--- src/rtl/core/qfa_dly.sv ---
// Fixed-depth register line that aligns a unit's word with the common latency.
module qfa_dly #(
    parameter int WIDTH = 1,
    parameter int DEPTH = 1
) (
    input  logic             i_clk,
    input  logic [WIDTH-1:0] i_d,
    output logic [WIDTH-1:0] o_q
);

    logic [WIDTH-1:0] r_line [DEPTH];

    always_ff @(posedge i_clk) begin
        r_line[0] <= i_d;
        for (int i = 1; i < DEPTH; i++) begin
            r_line[i] <= r_line[i-1];
        end
    end

    assign o_q = r_line[DEPTH-1];

endmodule

--- src/rtl/core/qfa_mul.sv ---
// Pipelined fixed-point multiplier with floor rescale.
module qfa_mul #(
    parameter int DW  = 32,
    parameter int FB  = 8,
    parameter int LAT = 43
) (
    input  logic                 i_clk,
    input  logic signed [DW-1:0] i_a,
    input  logic signed [DW-1:0] i_b,
    output logic        [DW-1:0] o_p
);

    localparam int OWN = 2;

    logic signed [2*DW-1:0] r_prod;
    logic        [DW-1:0]   r_sel;

    always_ff @(posedge i_clk) begin
        r_prod <= i_a * i_b;
        // floor shift then wrap: just a bit window of the product
        r_sel  <= r_prod[FB +: DW];
    end

    qfa_dly #(.WIDTH(DW), .DEPTH(LAT - OWN)) u_pad (
        .i_clk (i_clk),
        .i_d   (r_sel),
        .o_q   (o_p)
    );

endmodule

--- config.mk ---
export PLATFORM = sky130hd
export DESIGN_NAME = qfa_mul
export DESIGN_NICKNAME = d
export VERILOG_FILES = /design/src/rtl/core/qfa_dly.sv /design/src/rtl/core/qfa_mul.sv
export SDC_FILE = /design/constraint.sdc
export NUM_CORES = 2
export LEC_CHECK = 0
export BUFFER_PORTS_ARGS = -buffer_cell sky130_fd_sc_hd__buf_2
export CORE_MARGIN = 4
export CORE_UTILIZATION = 55
export DETAILED_ROUTE_END_ITERATION = 8
export PLACE_DENSITY = 0.71
export SLEW_MARGIN = 20
export SYNTH_ARGS = -nofsm -noshare
export SYNTH_HDL_FRONTEND = slang
export SYNTH_SLANG_ARGS = --single-unit
export TNS_END_PERCENT = 1
--- constraint.sdc ---
create_clock -name i_clk -period 9.06 [get_ports i_clk]
set_clock_uncertainty 0.15 [all_clocks]
set_input_delay 1.359 -clock i_clk [delete_from_list [all_inputs] [get_ports i_clk]]
set_output_delay 1.359 -clock i_clk [all_outputs]
set_load 0.01 [all_outputs]
==> impl_summary.md <==
Outcome
The run finished with clean final reports.

Worst setup path
The cell type group with the largest total delay on the critical path is adder cells. The cell with the largest stage delay on the worst path is sky130_fd_sc_hd__fa_1. The delay contributed by the slowest stage of the critical path is 0.61 ns. STA classifies the critical path startpoint as an input pin.

The data required time of the critical path is around 9.5 ns. By startpoint and endpoint, the worst setup path is classified as in2reg. The arrival time at the worst endpoint is 8.62 ns. The type of element capturing the critical path is a flop. The cell that appears most often on the critical path is sky130_fd_sc_hd__fa_1. The critical path contains buffers and inverters numbering 8 combined. Along the worst path, the maximum fanout reaches 15.

Synthesis
The synthesized net count is between 4000 and 5000. For this run, the leading register cell type out of synthesis is sky130_fd_sc_hd__dfxtp_1. The Yosys step of the flow raised 0 warnings.

The cell count after synthesis is 3989. The synthesized netlist contains 53 unique library cells. The post-synthesis register bit count is 1376.

Summing every instance area after synthesis gives 51200 sq um. The number of enable-type register cells in the synthesized netlist is 0. Counting flops with an async set or reset pin after synthesis yields a share of 0%.

The share of the Yosys chip area taken by registers is 53.8%. Each instance of the synthesized netlist takes up on average 12.8 sq um.

Clock network
The tree built by TritonCTS fans out to 1376 sinks. The root buffer cell chosen for the clock tree is sky130_fd_sc_hd__clkbuf_16. The count of hold buffers inserted by post-cts repair is 0. For the worst-skew pair, the clock arrives at the later sink with an insertion delay of between 0.6 and 0.7 ns. TritonCTS built the clock tree. The number of clock buffers inserted by TritonCTS is 109. The buffers inserted during post-CTS setup optimization is 0. CTS built an H-tree with a depth of 3. The clock-pin transition on the worst setup and hold timing paths is 0.06 ns. The clock passes through at most 3 buffers. After clock tree synthesis, the repair step resized 0 gates.

Route
After detailed routing, the average wire length per cell comes to 15.2 microns. The number of detailed-routing iterations run before antenna repair is 5. In this run, the number of DRC markers left after iteration 0 of detailed routing was 1244. The antenna violation net count after detailed routing is 0. Summed over all layers, the routed wires come to 82400 microns. In the routed design, unresolved DRC markers number 0. The number of vias per cell is 4.65. Detailed routing inserted a total of 25200 vias.

Floorplanning
The core area is 91900 sq um. The total die area is just under 100000 sq um. Pin placement for this block handled 97 I/O pins. The number of core rows is 111.

From bottom edge to top edge, the die measures 313 microns. The initial core utilization is 55.6%. In this run the horizontal extent of the chip is roughly 310 microns.

GRT
The via count of the first global-routing pass was 27600. The maximum number of pins on one net before global-route repair is 33. The first global-routing pass estimated 140000 microns of wire. The global-route total usage across every layer is 17.9%. The initial antenna violation count is 4.

The global route total overflow is 0.

Timing
The count of final hold-check violations is 0. The count of pins over their slew limit is 0. Setup repair after global routing left no endpoint under its margin. The part of the cycle the worst path needs is between 90% and 100%.

Based on the critical path, the design can be clocked at up to 0.122 GHz. Final hold analysis gives a worst-case slack of between 0.1 and 0.15 ns. The number of failing setup endpoints in the final timing report is 0. The post-route setup TNS is 0 ns. The worst pin sits at a relative slew slack of a little under half. The clock period minus worst slack is 8.20 ns. The measured slew at the worst slew-check pin is 0.780 ns.

Layout
The library cell used most frequently in the layout, excluding fill and tap cells, is sky130_fd_sc_hd__dfxtp_1. The top cell types in the final layout, fill and taps aside, are sky130_fd_sc_hd__dfxtp_1 (1376), sky130_fd_sc_hd__inv_1 (700), sky130_fd_sc_hd__fa_1 (642). The relative area change from synthesis to final layout is 10.8%. For this run, the post-layout net count is just under 5000. The filler cells instantiated in the layout total 7241. The count of non-filler cells in the finished layout is approximately 5400. Of the cells placed in the final design, the portion with a size suffix greater than 1 is 8.11%.

Place
The detailed placer's ending HPWL is 60700 microns. The weighted congestion at the end of routability-driven global placement is ~0.90. Including well taps, the total number of placed cells is 5210. The number of buffers added on ports is 96.

Min path
The min-delay analysis places its worst path in the category reg2reg.

Run
The count of maximum capacitance violations is 0.
[stage by stage]
step | setup WS (ns) | instance area (sq um) | util, %
after floorplan | 1.11 | 51200 | -
after global placement | 0.355 | 52800 | 57.5
after detailed placement | 0.271 | 52800 | 57.5
after CTS | 0.960 | 56700 | 61.7
after global routing | 0.594 | 56700 | 61.7
final | 0.857 | 56700 | 61.7
[synth_stat cells, types with 2 or more instances]
cell type | instances | area, sq um
sky130_fd_sc_hd__dfxtp_1 | 1376 | 27500
sky130_fd_sc_hd__xor2_1 | 17 | 149
sky130_fd_sc_hd__o21a_1 | 3 | 22.5
sky130_fd_sc_hd__clkbuf_1 | 131 | 492
sky130_fd_sc_hd__ha_1 | 155 | 1940
sky130_fd_sc_hd__nor2_1 | 21 | 78.8
sky130_fd_sc_hd__nand3_1 | 2 | 10.0
sky130_fd_sc_hd__o21ai_2 | 2 | 17.5
sky130_fd_sc_hd__fa_1 | 642 | 12900
sky130_fd_sc_hd__a21o_1 | 2 | 15.0
sky130_fd_sc_hd__nand2b_1 | 10 | 62.6
sky130_fd_sc_hd__nor2b_1 | 4 | 25.0
sky130_fd_sc_hd__buf_4 | 32 | 240
sky130_fd_sc_hd__a21oi_1 | 20 | 100
sky130_fd_sc_hd__and2_1 | 434 | 2720
sky130_fd_sc_hd__nand2_1 | 314 | 1180
sky130_fd_sc_hd__nor3_1 | 5 | 25.0
sky130_fd_sc_hd__o21bai_1 | 3 | 22.5
sky130_fd_sc_hd__o21ai_0 | 9 | 45.0
sky130_fd_sc_hd__a211oi_1 | 5 | 37.5
sky130_fd_sc_hd__a211o_1 | 2 | 17.5
sky130_fd_sc_hd__nand4_1 | 4 | 25.0
sky130_fd_sc_hd__a31oi_1 | 5 | 31.3
sky130_fd_sc_hd__xnor2_1 | 62 | 543
sky130_fd_sc_hd__a211oi_2 | 2 | 25.0
sky130_fd_sc_hd__inv_1 | 700 | 2630
[layer usage]
metal  up-vias  global-route usage [%]  wire length, microns
met5         -                       0                     0
met4         0                    8.20                  3900
met3       202                    3.76                  5390
met2       710                    29.1                 38100
met1     12500                    23.3                 35100
li1      11700                       -                     -
[logic make-up (layout without fill, tap and decap cells)]
family	Yosys count	in the layout	synth area share [%]
and+or+nand+nor	806	806	8.26
adders and majority gates	797	797	28.9
AOI/OAI and AO/OA	68	68	1.07
xor gates and xnor gates	79	79	1.35
other	0	1	0
DFF	1376	1376	53.8
buffers and inverters	863	1043	6.57
[sequential cells by signal (all words and copies together), names as in the netlist]
register / cells
u_pad.r_line: 1312
r_prod: 32
r_sel: 32
[path summary, 6_finish.rpt]
check | start | to | slack [ns] | cells after the start
worst max-delay path | i_b[2] | r_prod[38]$_DFF_P_ | 0.86 | 26
worst min-delay path | u_pad.r_line[1][318]$_DFF_P_ | u_pad.r_line[1][350]$_DFF_P_ | 0.14 | 0
worst max register to register | u_pad.r_line[0][503]$_DFF_P_ | u_pad.r_line[1][23]$_DFF_P_ | 8.48 | 0
worst min register to register | u_pad.r_line[1][318]$_DFF_P_ | u_pad.r_line[1][350]$_DFF_P_ | 0.14 | 0
[layout make-up]
class / instances / area, sq um / area share (%)
Antenna cell: 1 / 2.50 / 0.00441
Clock buffer: 165 / 3270 / 5.77
Clock inverter: 37 / 609 / 1.07
Inverter: 700 / 2630 / 4.63
Multi-Input combinational cell: 1750 / 20300 / 35.7
Sequential cell: 1376 / 27500 / 48.6
Tap cell: 1243 / 1560 / 2.74
Timing Repair Buffer: 141 / 843 / 1.49
Power is not shown: default switching activity piles up to over one toggle a cycle in this logic, so the estimate is an artifact.
