`src/rtl/core/qfa_pkg.sv`:
```
// Shared types and constants for the Q24.8 fixed-point ALU.
package qfa_pkg;

    typedef enum logic [3:0] {
        ACT_ADD        = 4'd0,
        ACT_SUB        = 4'd1,
        ACT_MUL        = 4'd2,
        ACT_DIV        = 4'd3,
        ACT_MIN        = 4'd4,
        ACT_MAX        = 4'd5,
        ACT_INC        = 4'd6,
        ACT_DEC        = 4'd7,
        ACT_FROM_INT   = 4'd8,
        ACT_FROM_FLOAT = 4'd9,
        ACT_TO_INT     = 4'd10,
        ACT_TO_FLOAT   = 4'd11,
        ACT_COMPARE    = 4'd12
    } t_action;

    typedef enum logic [1:0] {
        ST_OK          = 2'd0,
        ST_DIV_ZERO    = 2'd1,
        ST_FLOAT_RANGE = 2'd2
    } t_status;

    localparam int FLT_BIAS = 127;
    localparam int FLT_EXP_OFFSET = 150;
    localparam logic [7:0] FLT_EXP_SPECIAL = 8'hFF;
    localparam int F2X_BIG_SHIFT = 40;
    localparam int F2X_TINY_SHIFT = 25;

endpackage

```
`src/rtl/core/qfa_dly.sv`:
```
// Fixed-depth register line that aligns a unit's word with the common latency.
module qfa_dly #(
    parameter int WIDTH = 1,
    parameter int DEPTH = 1
) (
    input  logic             i_clk,
    input  logic [WIDTH-1:0] i_d,
    output logic [WIDTH-1:0] o_q
);

    logic [WIDTH-1:0] r_line [DEPTH];

    always_ff @(posedge i_clk) begin
        r_line[0] <= i_d;
        for (int i = 1; i < DEPTH; i++) begin
            r_line[i] <= r_line[i-1];
        end
    end

    assign o_q = r_line[DEPTH-1];

endmodule

```
`src/rtl/core/qfa_x2f.sv`:
```
// Pipelined fixed-point to IEEE single converter, round to nearest even.
module qfa_x2f import qfa_pkg::*; #(
    parameter int DW  = 32,
    parameter int FB  = 8,
    parameter int LAT = 43
) (
    input  logic                 i_clk,
    input  logic signed [DW-1:0] i_a,
    output logic        [31:0]   o_bits
);

    localparam int NS  = $clog2(DW);
    localparam int OWN = NS + 3;

    logic [DW-1:0] r_n  [NS+1];
    logic [NS-1:0] r_lz [NS+1];
    logic          r_sg [NS+1];
    logic          r_zr [NS+1];

    always_ff @(posedge i_clk) begin
        r_n[0]  <= i_a[DW-1] ? DW'(-i_a) : DW'(i_a);
        r_lz[0] <= '0;
        r_sg[0] <= i_a[DW-1];
        r_zr[0] <= (i_a == '0);
    end

    // normalize: halve the shift step each stage
    for (genvar s = 0; s < NS; s++) begin : g_norm
        localparam int AMT = 1 << (NS - 1 - s);

        always_ff @(posedge i_clk) begin
            if (r_n[s][DW-1 -: AMT] == '0) begin
                r_n[s+1]  <= r_n[s] << AMT;
                r_lz[s+1] <= r_lz[s] + NS'(AMT);
            end else begin
                r_n[s+1]  <= r_n[s];
                r_lz[s+1] <= r_lz[s];
            end
            r_sg[s+1] <= r_sg[s];
            r_zr[s+1] <= r_zr[s];
        end
    end

    logic [DW+23:0] ext;
    logic           half, sticky;
    logic [23:0]    r_q;
    logic           r_up, r_rsg, r_rzr;
    logic [6:0]     r_p;

    always_comb begin
        ext    = {r_n[NS], 24'd0};
        half   = ext[DW-1];
        sticky = |ext[DW-2:0];
    end

    always_ff @(posedge i_clk) begin
        r_q   <= ext[DW+23 -: 24];
        r_up  <= half && (sticky || ext[DW]);
        r_p   <= 7'(DW - 1) - 7'(r_lz[NS]);
        r_rsg <= r_sg[NS];
        r_rzr <= r_zr[NS];
    end

    logic [24:0] qs;
    logic [8:0]  e9;
    logic [31:0] r_bits;

    always_comb begin
        qs = 25'(r_q) + 25'(r_up);
        e9 = 9'(r_p) + 9'(qs[24]) + 9'(FLT_BIAS - FB);
    end

    always_ff @(posedge i_clk) begin
        if (r_rzr) begin
            r_bits <= '0;
        end else begin
            r_bits <= {r_rsg, e9[7:0], qs[24] ? 23'd0 : qs[22:0]};
        end
    end

    qfa_dly #(.WIDTH(32), .DEPTH(LAT - OWN)) u_pad (
        .i_clk (i_clk),
        .i_d   (r_bits),
        .o_q   (o_bits)
    );

endmodule

```
`config.mk`:
```
export PLATFORM = sky130hd
export DESIGN_NAME = qfa_x2f
export DESIGN_NICKNAME = d
export VERILOG_FILES = /design/src/rtl/core/qfa_pkg.sv /design/src/rtl/core/qfa_dly.sv /design/src/rtl/core/qfa_x2f.sv
export SDC_FILE = /design/constraint.sdc
export NUM_CORES = 1
export LEC_CHECK = 0
export BUFFER_PORTS_ARGS = -buffer_cell sky130_fd_sc_hd__clkbuf_2
export CAP_MARGIN = 20
export CORE_ASPECT_RATIO = 0.75
export CORE_MARGIN = 1.5
export CORE_UTILIZATION = 40
export CTS_CLUSTER_SIZE = 40
export DETAILED_ROUTE_END_ITERATION = 10
export GPL_TIMING_DRIVEN = 0
export PLACE_DENSITY = 0.55
export SLEW_MARGIN = 0
export SYNTH_ARGS = -nofsm -noshare
export SYNTH_HDL_FRONTEND = slang
export SYNTH_SLANG_ARGS = --single-unit
```
`constraint.sdc`:
```
create_clock -name i_clk -period 2.9 [get_ports i_clk]
set_input_delay 0.435 -clock i_clk [delete_from_list [all_inputs] [get_ports i_clk]]
set_output_delay 0.435 -clock i_clk [all_outputs]
set_load 0.02 [all_outputs]
```
==> flow_summary.json <==
{
  "outcome": "finished clean",
  "fin_crit_sh": 0.900,
  "cp-end-kind": "register",
  "root_buffer": "clkbuf_16",
  "drc": 0,
  "p_total_w": 0.0424,
  "dp_slack_ns": -0.615,
  "drv_cap": 0,
  "cts_tree": "yes",
  "synthSimpleGateAreaFrac": 0.0290,
  "antenna_cells": 0,
  "setup_violations": 0,
  "synth_compound_area_frac": 0.0145,
  "layout-drive-gt1-share": 0.172,
  "grtUsageTotal": 0.0859,
  "reg2reg_slack_ns": 0.29,
  "grt_max_degree": 18,
  "synth_top_family_by_area": "multiplexers",
  "drt-total-wl_mm": 33.3,
  "final_area_um2": 37200,
  "slew_viol_final": 0,
  "fin_hold_ws_ns": 0.0893,
  "synth.cell_area_um2": 31200,
  "antenna_found_initial": 0,
  "avgRoutedWirePerCell_um": 10.5,
  "clock_latency_ns": 0.67,
  "critPathMaxFanout": 10,
  "first_pass_iters": 4,
  "gp_congestion": 0.770,
  "slew_headroom": 0.364,
  "clock_skew_ns": 0.0387,
  "area_delta_synth_final_pct": 19.3,
  "dpl_cell_area_um2": 32800,
  "hold_path_class": "input pin to register",
  "cts.sinks": 1403,
  "cts_buffers": 115,
  "postRouteAntennaNets": 0,
  "rsz0062_at_grt": "no",
  "die_area_um2": 79600,
  "finalCriticalPeriod_ns": 2.61,
  "rows": 88,
  "vias": 12300,
  "gr-total-overflow": 0,
  "synth.area.mux_share": 0.0347,
  "die_w_um": 325,
  "clockBufferDepth": 3,
  "ys_ff_latch": 1403,
  "dp_hpwl_mm": 19.3,
  "htreeDepth": 3,
  "syn-num-nets": 1854,
  "layout_setup_ws_ns": 0.290,
  "crit_type": "register to register",
  "clk_pin_slew_worst_paths_ns": 0.06,
  "fill_cells": 6506,
  "cp.required_ns": 3.41,
  "fin_nets": 2067,
  "post_cts_buffers": 0,
  "clock.fmax_mhz": 383,
  "syn_avg_cell_area_um2": 17.2,
  "synth_cell_types": 42,
  "core_area_um2": 77000,
  "seq_area_frac_synth": 0.901,
  "drt_iter0_markers": 416,
  "synth_fa_ha_area_frac": 0.00241,
  "start_util": 0.405,
  "cp.arrival_ns": 3.12,
  "grt_pass1_wl_mm": 56.4,
  "final_core_util": 0.483,
  "first_global_vias": 12200,
  "powerDensity_nw_per_um2": 1140,
  "synthXorXnorAreaFrac": 0.0135,
  "tightest_slew_ns": 0.945,
  "viasPerCell": 3.90,
  "cp-start-kind": "register",
  "synth_warnings": 0,
  "p_leak_nw": 15.3,
  "synth_cells": 1815,
  "io_buffers": 64,
  "io_pins": 65,
  "die_h_um": 245,
  "vdd_drop_max_v": 0.000653,
  "hold_viol": 0
}
==> worst paths after layout <==
kind	depth (start not counted)	from	to
min reg2reg	0	u_pad.r_line[2][12]	u_pad.r_line[3][12]
min	2	i_a[24]	r_n[0][24]
max	9	r_q[0]	r_bits[12]
max reg2reg	9	r_q[0]	r_bits[12]
==> metrics by stage <==
stage	setup TNS (ns)	cells
2_1_floorplan	0	1815
3_3_place_gp	-5.98	2914
3_5_place_dp	-7.06	2915
4_1_cts	0	3161
5_1_grt	0	3161
6_report	0	3161
==> flip-flops by register name, summed over array words and instances, names as in the netlist <==
register      cells
u_pad.r_line   1120
r_n             192
r_bits           32
r_q              24
r_lz             15
r_sg              6
r_zr              6
r_p               5
r_rsg             1
r_rzr             1
r_up              1
==> logic make-up (layout without fill, tap and decap cells) <==
| group | count (synthesis) | in the layout |
|---|---|---|
| simple gates | 162 | 162 |
| mux | 96 | 96 |
| flops | 1403 | 1403 |
| fa+ha+maj | 6 | 6 |
| xor+xnor | 48 | 48 |
| compound gates | 62 | 62 |
| buf+inv | 38 | 349 |
==> cell usage in the layout (no fill, tap or decap), drive strengths merged, types with 5 or more instances in the layout <==
cell type	Yosys	final
dfxtp	1403	1403
clkbuf	18	247
mux2	96	96
xnor2	36	36
nor2	35	35
dlygate4sd3	0	31
clkinv	1	31
a21o	28	28
nand2	23	23
and2	18	18
inv	16	18
nor2b	15	15
o21ai	15	15
bufinv	0	14
nand3	13	13
nor4	13	13
xor2	12	12
or4	12	12
o31ai	8	8
nand4	7	7
ha	6	6
or3	6	6
and4	5	5
==> what timing repair did <==
action,CTS,global route
gates resized for setup,3,0
hold buffers,31,0
endpoints found under the setup margin,24,5
pin swaps,0,1
hold endpoints to repair,33,0
==> power by group <==
group          leakage [nW]  switching [W]  internal, W
clock                  1.98        0.00649      0.00926
combinational          1.57       0.000570     0.000571
sequential             11.8        0.00114       0.0244
==> Yosys cell counts (all sizes together) <==
cell type / n / area (um2)
dfxtp: 1403 / 28100
mux2: 96 / 1080
xnor2: 36 / 315
nor2: 35 / 131
a21o: 28 / 210
nand2: 23 / 86.3
and2: 18 / 113
clkbuf: 18 / 67.6
inv: 16 / 60.1
nor2b: 15 / 93.8
o21ai: 15 / 75.1
nand3: 13 / 65.1
nor4: 13 / 81.3
or4: 12 / 101
xor2: 12 / 105
o31ai: 8 / 78.8
nand4: 7 / 43.8
ha: 6 / 75.1
or3: 6 / 47.5
and4: 5 / 43.8
nand2b: 4 / 25.0
nor3: 4 / 20.0
a21oi: 3 / 15.0
buf: 3 / 13.8
o41ai: 3 / 33.8
nand3b: 2 / 15.0
o21bai: 2 / 15.0
or2: 2 / 12.5
a211oi: 1 / 7.51
a21boi: 1 / 7.51
a311oi: 1 / 8.76
and3: 1 / 6.26
clkinv: 1 / 3.75
nor4b: 1 / 8.76
or3b: 1 / 8.76
==> layer usage <==
layer	vias to the layer above	part of all wire	global-route usage
met5	-	0	0
met4	0	0.036	0.0454
met3	119	0.055	0.0293
met2	238	0.43	0.135
met1	5682	0.48	0.104
li1	6279	-	-
==> critical path, cell delays in order (launching register included) <==
cell      delay, ns
dfxtp_1        0.31
ha_1           0.22
ha_1           0.21
nand3_1        0.23
nor4_4         0.37
nand2_1        0.21
nand2b_1       0.15
clkbuf_1       0.34
clkbuf_2       0.34
nor2_1         0.10
==> area by class of cell <==
cell class,count,area [um2],area share
plain buffers,21,82.6,0.00222
clock buffers,165,3320,0.0892
clock inverters,50,733,0.0197
inverters,17,63.8,0.00172
multi-input cells,374,2950,0.0794
flip-flops and latches,1403,28100,0.756
well taps,1035,1290,0.0348
repair buffers,96,638,0.0172
No activity file was read; power rests on OpenSTA's default activity.
