File: config.mk
export PLATFORM = sky130hd
export DESIGN_NAME = qfa_f2x
export DESIGN_NICKNAME = d
export VERILOG_FILES = /design/src/rtl/core/qfa_pkg.sv /design/src/rtl/core/qfa_dly.sv /design/src/rtl/core/qfa_f2x.sv
export SDC_FILE = /design/constraint.sdc
export NUM_CORES = 1
export LEC_CHECK = 0
export BUFFER_PORTS_ARGS = -buffer_cell sky130_fd_sc_hd__buf_2
export CORE_UTILIZATION = 32
export DETAILED_ROUTE_END_ITERATION = 10
export PLACE_DENSITY = 0.52
export SYNTH_ARGS = -nofsm -noshare
export SYNTH_HDL_FRONTEND = slang
export SYNTH_HIERARCHICAL = 1
export SYNTH_SLANG_ARGS = --single-unit
File: constraint.sdc
create_clock -name i_clk -period 4.85 [get_ports i_clk]
set_clock_uncertainty 0.05 [all_clocks]
set_input_delay 0.7275 -clock i_clk [delete_from_list [all_inputs] [get_ports i_clk]]
set_output_delay 0.7275 -clock i_clk [all_outputs]
set_load 0.02 [all_outputs]
File: src/rtl/core/qfa_pkg.sv
// Shared types and constants for the Q24.8 fixed-point ALU.
package qfa_pkg;

    typedef enum logic [3:0] {
        ACT_ADD        = 4'd0,
        ACT_SUB        = 4'd1,
        ACT_MUL        = 4'd2,
        ACT_DIV        = 4'd3,
        ACT_MIN        = 4'd4,
        ACT_MAX        = 4'd5,
        ACT_INC        = 4'd6,
        ACT_DEC        = 4'd7,
        ACT_FROM_INT   = 4'd8,
        ACT_FROM_FLOAT = 4'd9,
        ACT_TO_INT     = 4'd10,
        ACT_TO_FLOAT   = 4'd11,
        ACT_COMPARE    = 4'd12
    } t_action;

    typedef enum logic [1:0] {
        ST_OK          = 2'd0,
        ST_DIV_ZERO    = 2'd1,
        ST_FLOAT_RANGE = 2'd2
    } t_status;

    localparam int FLT_BIAS = 127;
    localparam int FLT_EXP_OFFSET = 150;
    localparam logic [7:0] FLT_EXP_SPECIAL = 8'hFF;
    localparam int F2X_BIG_SHIFT = 40;
    localparam int F2X_TINY_SHIFT = 25;

endpackage

File: src/rtl/core/qfa_dly.sv
// Fixed-depth register line that aligns a unit's word with the common latency.
module qfa_dly #(
    parameter int WIDTH = 1,
    parameter int DEPTH = 1
) (
    input  logic             i_clk,
    input  logic [WIDTH-1:0] i_d,
    output logic [WIDTH-1:0] o_q
);

    logic [WIDTH-1:0] r_line [DEPTH];

    always_ff @(posedge i_clk) begin
        r_line[0] <= i_d;
        for (int i = 1; i < DEPTH; i++) begin
            r_line[i] <= r_line[i-1];
        end
    end

    assign o_q = r_line[DEPTH-1];

endmodule

File: src/rtl/core/qfa_f2x.sv
// Pipelined IEEE single to fixed-point converter, round half away from zero, saturating.
module qfa_f2x import qfa_pkg::*; #(
    parameter int DW  = 32,
    parameter int FB  = 8,
    parameter int LAT = 43
) (
    input  logic          i_clk,
    input  logic [31:0]   i_bits,
    output logic [DW-1:0] o_val,
    output logic          o_err
);

    localparam int OWN = 5;
    localparam logic [63:0] LIM_POS = (64'd1 << (DW - 1)) - 64'd1;

    // decode
    logic [7:0]        e_eff;
    logic              r1_sign, r1_nan, r1_inf;
    logic [23:0]       r1_m;
    logic signed [9:0] r1_sh;

    assign e_eff = (i_bits[30:23] == 8'd0) ? 8'd1 : i_bits[30:23];

    always_ff @(posedge i_clk) begin
        r1_sign <= i_bits[31];
        r1_nan  <= (i_bits[30:23] == FLT_EXP_SPECIAL) && (i_bits[22:0] != '0);
        r1_inf  <= (i_bits[30:23] == FLT_EXP_SPECIAL) && (i_bits[22:0] == '0);
        r1_m    <= {i_bits[30:23] != 8'd0, i_bits[22:0]};
        r1_sh   <= 10'(int'(e_eff) - FLT_EXP_OFFSET + FB);
    end

    // shift left, or add the rounding half for a right shift
    logic       left, big, tiny;
    logic [9:0] neg_sh;
    logic [4:0] k;
    logic [63:0] r2_val;
    logic [4:0]  r2_k;
    logic        r2_left, r2_big, r2_tiny, r2_sign, r2_nan, r2_inf;

    always_comb begin
        left   = !r1_sh[9];
        big    = left && (r1_sh > 10'(F2X_BIG_SHIFT));
        tiny   = !left && (r1_sh < -10'(F2X_TINY_SHIFT));
        neg_sh = 10'(-r1_sh);
        k      = neg_sh[4:0];
    end

    always_ff @(posedge i_clk) begin
        if (left) begin
            r2_val <= 64'(r1_m) << r1_sh[5:0];
        end else begin
            r2_val <= 64'(25'(r1_m) + (25'd1 << (k - 5'd1)));
        end
        r2_k    <= k;
        r2_left <= left;
        r2_big  <= big;
        r2_tiny <= tiny;
        r2_sign <= r1_sign;
        r2_nan  <= r1_nan;
        r2_inf  <= r1_inf;
    end

    logic [63:0] r3_mag;
    logic        r3_big, r3_sign, r3_nan, r3_inf;

    always_ff @(posedge i_clk) begin
        priority if (r2_left) begin
            r3_mag <= r2_val;
        end else if (r2_tiny) begin
            r3_mag <= '0;
        end else begin
            r3_mag <= r2_val >> r2_k;
        end
        r3_big  <= r2_big;
        r3_sign <= r2_sign;
        r3_nan  <= r2_nan;
        r3_inf  <= r2_inf;
    end

    // saturate
    logic [63:0]   limit;
    logic          ovf;
    logic [DW-1:0] r4_mag;
    logic          r4_sign, r4_err;

    always_comb begin
        limit = LIM_POS + 64'(r3_sign);
        ovf   = r3_big || r3_inf || (r3_mag > limit);
    end

    always_ff @(posedge i_clk) begin
        priority if (r3_nan) begin
            r4_mag <= '0;
        end else if (ovf) begin
            r4_mag <= limit[DW-1:0];
        end else begin
            r4_mag <= r3_mag[DW-1:0];
        end
        r4_sign <= r3_sign;
        r4_err  <= r3_nan || ovf;
    end

    logic [DW-1:0] r5_val;
    logic          r5_err;

    always_ff @(posedge i_clk) begin
        r5_val <= r4_sign ? DW'(-r4_mag) : r4_mag;
        r5_err <= r4_err;
    end

    qfa_dly #(.WIDTH(DW + 1), .DEPTH(LAT - OWN)) u_pad (
        .i_clk (i_clk),
        .i_d   ({r5_err, r5_val}),
        .o_q   ({o_err, o_val})
    );

endmodule

==> qor.yml <==
wl_per_cell_um: 15.2
grt_pass1_wl_mm: 114
ys_warn_count: 6
wl_met2_mm: 34.5
core_mm2: 0.123
postSynthAreaPerCell_um2: 13.7
drc: 0
slowest_stage: "a2111oi_2"
crit_fanout: 8
end_kind: "register"
root_buffer: "clkbuf_16"
ff_latch_area_mm2: 0.0301
rows: 128
cts_hold_buf: 24
wl_met1_mm: 30.7
first_pass_iters: 6
mostFrequentLayoutCells: "dfxtp_1 (1498), nand2_1 (254), clkbuf_16 (144)"
postLayoutCoreUtil_pct: 38.1
dr.max_layer_used: "met4"
worstSetupPathType: "register to register"
final_common_cell: "dfxtp_1"
drtIter0Drc: 1232
hold_viol_final: 0
worstSkewPairLatency_ns: 0.76
ios: 66
relSlewSlack_pct: 18.1
multi_input_area_mm2: 0.00891
initial_utilization_pct: 32.5
crit_chain: "inv_1, ha_1, and2_1, a211oi_1, o21ai_1, xnor2_1, nand2_1, buf_4, nor2_1, and2_1, ha_1, a2111oi_2, o21a_1, nor3_2, a21o_1, a21oi_2, a21boi_1, or3_1, a32o_1"
clkSinkCount: 1501
regToRegSetupSlack_ns: 0.44
numCtsBuffers: 144
peakVddDrop_uv: 420
die_height_um: 354
dp.cells: 4492
cts_buffer_depth: 3
fin_cells: 4769
ctsResizeCount: 0
wl_met3_mm: 3.79
htree_num_levels: 4
port_buffers: 65
crit_buf_inv: 2
drive_above_1_share_pct: 13.1
drv_slew: 0
grt_overflow: 0
syn2layout_area_growth_pct: 17.5
post_cts_buffers: 0
syn-cell-area_mm2: 0.0398
seq_area_frac_synth_pct: 75.6
finalPower_mw: 29.7
layout_min_cycle_time_ns: 4.41
yosys_most_used_dff: "dfxtp_1"
syn_nets: 3001
ys_ff_latch: 1501
dpl.hpwl_mm: 48.8
power.leakage_nw: 19.5
final_cell_area_mm2: 0.0467
start_kind: "register"
synthCells: 2903
finalSetupViolCount: 0
fp.dieArea_mm2: 0.126
worst_pin_slew_ns: 1.22
placed_area_mm2: 0.0417
drv_cap: 0
grt_max_degree: 56
status: "finished clean"
num-fill-cells: 11700
vias: 20500
synth-async-reset-ratio_pct: 0
power_density_mw_per_mm2: 637
required_ns: 5.42
post-place-ws_ns: 0.449
arrival_ns: 4.98
setup_tns_ns: 0
fin_nets: 3135
antenna_left: 0
worst_slack_ns: 0.435
rsz0062_at_grt: "no"
cts_tree: "yes"
via_per_inst: 4.30
critPathTopFamily: "compound AO/OA/AOI/OAI gates"
synth.distinct_cells: 75
fmax_mhz: 227
gp_congestion: 0.841
min_period_over_period_pct: 91.0
grt_util_all_layers_pct: 11.7
hp-class: "input port to register"
hold_slack_ns: 0.171
grt_pass1_vias: 20400
cp_slowest_stage_delay_ns: 0.39
synth_edf_count: 0
drt_wl_total_mm: 72.4
clkTransAtPathRegs_ns: 0.05
antenna_found_initial: 0
die_x_um: 354
-- synth_stat cells (3+ instances only) --
master / instances / area (µm²)
nand2_1: 254 / 953
o31ai_1: 8 / 60.1
mux2_2: 17 / 191
ha_1: 64 / 801
nor2_1: 119 / 447
and2_1: 9 / 56.3
xor2_1: 15 / 131
dfxtp_1: 1501 / 30000
a211o_1: 3 / 26.3
inv_1: 23 / 86.3
nand3_1: 23 / 115
xnor2_1: 48 / 420
o22ai_1: 30 / 188
clkinv_1: 4 / 15.0
buf_4: 38 / 285
or3_1: 13 / 81.3
buf_1: 17 / 63.8
a211oi_1: 15 / 113
mux4_2: 54 / 1220
nand4_1: 15 / 93.8
o21ai_0: 95 / 475
nor3_1: 29 / 145
a22oi_1: 9 / 67.6
mux2i_1: 115 / 1150
nor2b_1: 11 / 68.8
nand2b_1: 5 / 31.3
a21oi_1: 71 / 355
or2_2: 5 / 31.3
a21o_1: 53 / 398
o22a_1: 8 / 70.1
o41ai_1: 3 / 26.3
o211ai_1: 6 / 45.0
a22o_1: 42 / 368
a32o_1: 3 / 30.0
o21bai_1: 9 / 67.6
nor4_1: 20 / 125
o21a_1: 6 / 45.0
o221ai_1: 7 / 61.3
or4_1: 3 / 22.5
a31oi_1: 3 / 18.8
o21ai_1: 5 / 25.0
and3_1: 5 / 31.3
buf_2: 22 / 110
clkbuf_1: 59 / 221
-- final timing paths --
path                        start  depth (start not counted)                   end
max                      r1_sh[1]                         19            r2_val[23]
min                    i_bits[24]                          2              r1_sh[1]
max reg2reg              r1_sh[1]                         19            r2_val[23]
min reg2reg  u_pad/r_line[2][182]                          0  u_pad/r_line[2][215]
-- layer usage --
metal | global-route usage (%) | up-vias
li1 | - | 10100
met1 | 13.7 | 9790
met2 | 19.4 | 459
met3 | 3.05 | 174
met4 | 6.75 | 0
met5 | 0 | -
-- cells by family after synthesis --
| family | after synthesis | share of synthesized area, % |
|---|---|---|
| flip-flops | 1501 | 75.6 |
| AND/OR/NAND/NOR | 524 | 5.83 |
| AO/OA/AOI/OAI | 397 | 6.66 |
| multiplexers | 187 | 6.46 |
| buffers and inverters | 166 | 2.01 |
| adder cells (fa/ha/maj) | 65 | 2.06 |
| XOR/XNOR | 63 | 1.39 |
-- cell type report --
class                           instances  area share [%]
Antenna cell                            1         0.00536
Clock buffer                          207            8.82
Clock inverter                         45            1.32
Inverter                               29           0.233
Multi-Input combinational cell       1236            19.1
Sequential cell                      1501            64.3
Tap cell                             1625            4.35
Timing Repair Buffer                  125            1.84
-- report_power, final --
part           switching [mW]  internal, mW
logic                    1.40         0.873
registers               0.907          15.8
clock network            4.54          6.21
total                    6.85          22.9
-- sequential cells by signal (all words and copies together) (netlist names), 5 cells and up --
| name | count |
|---|---|
| r1_sh | 10 |
| r2_val | 64 |
| r2_k | 5 |
| r3_mag | 64 |
| u_pad/r_line | 1254 |
| r4_mag | 32 |
| r1_m | 24 |
| r5_val | 32 |
(Power assumes the default switching activity.)
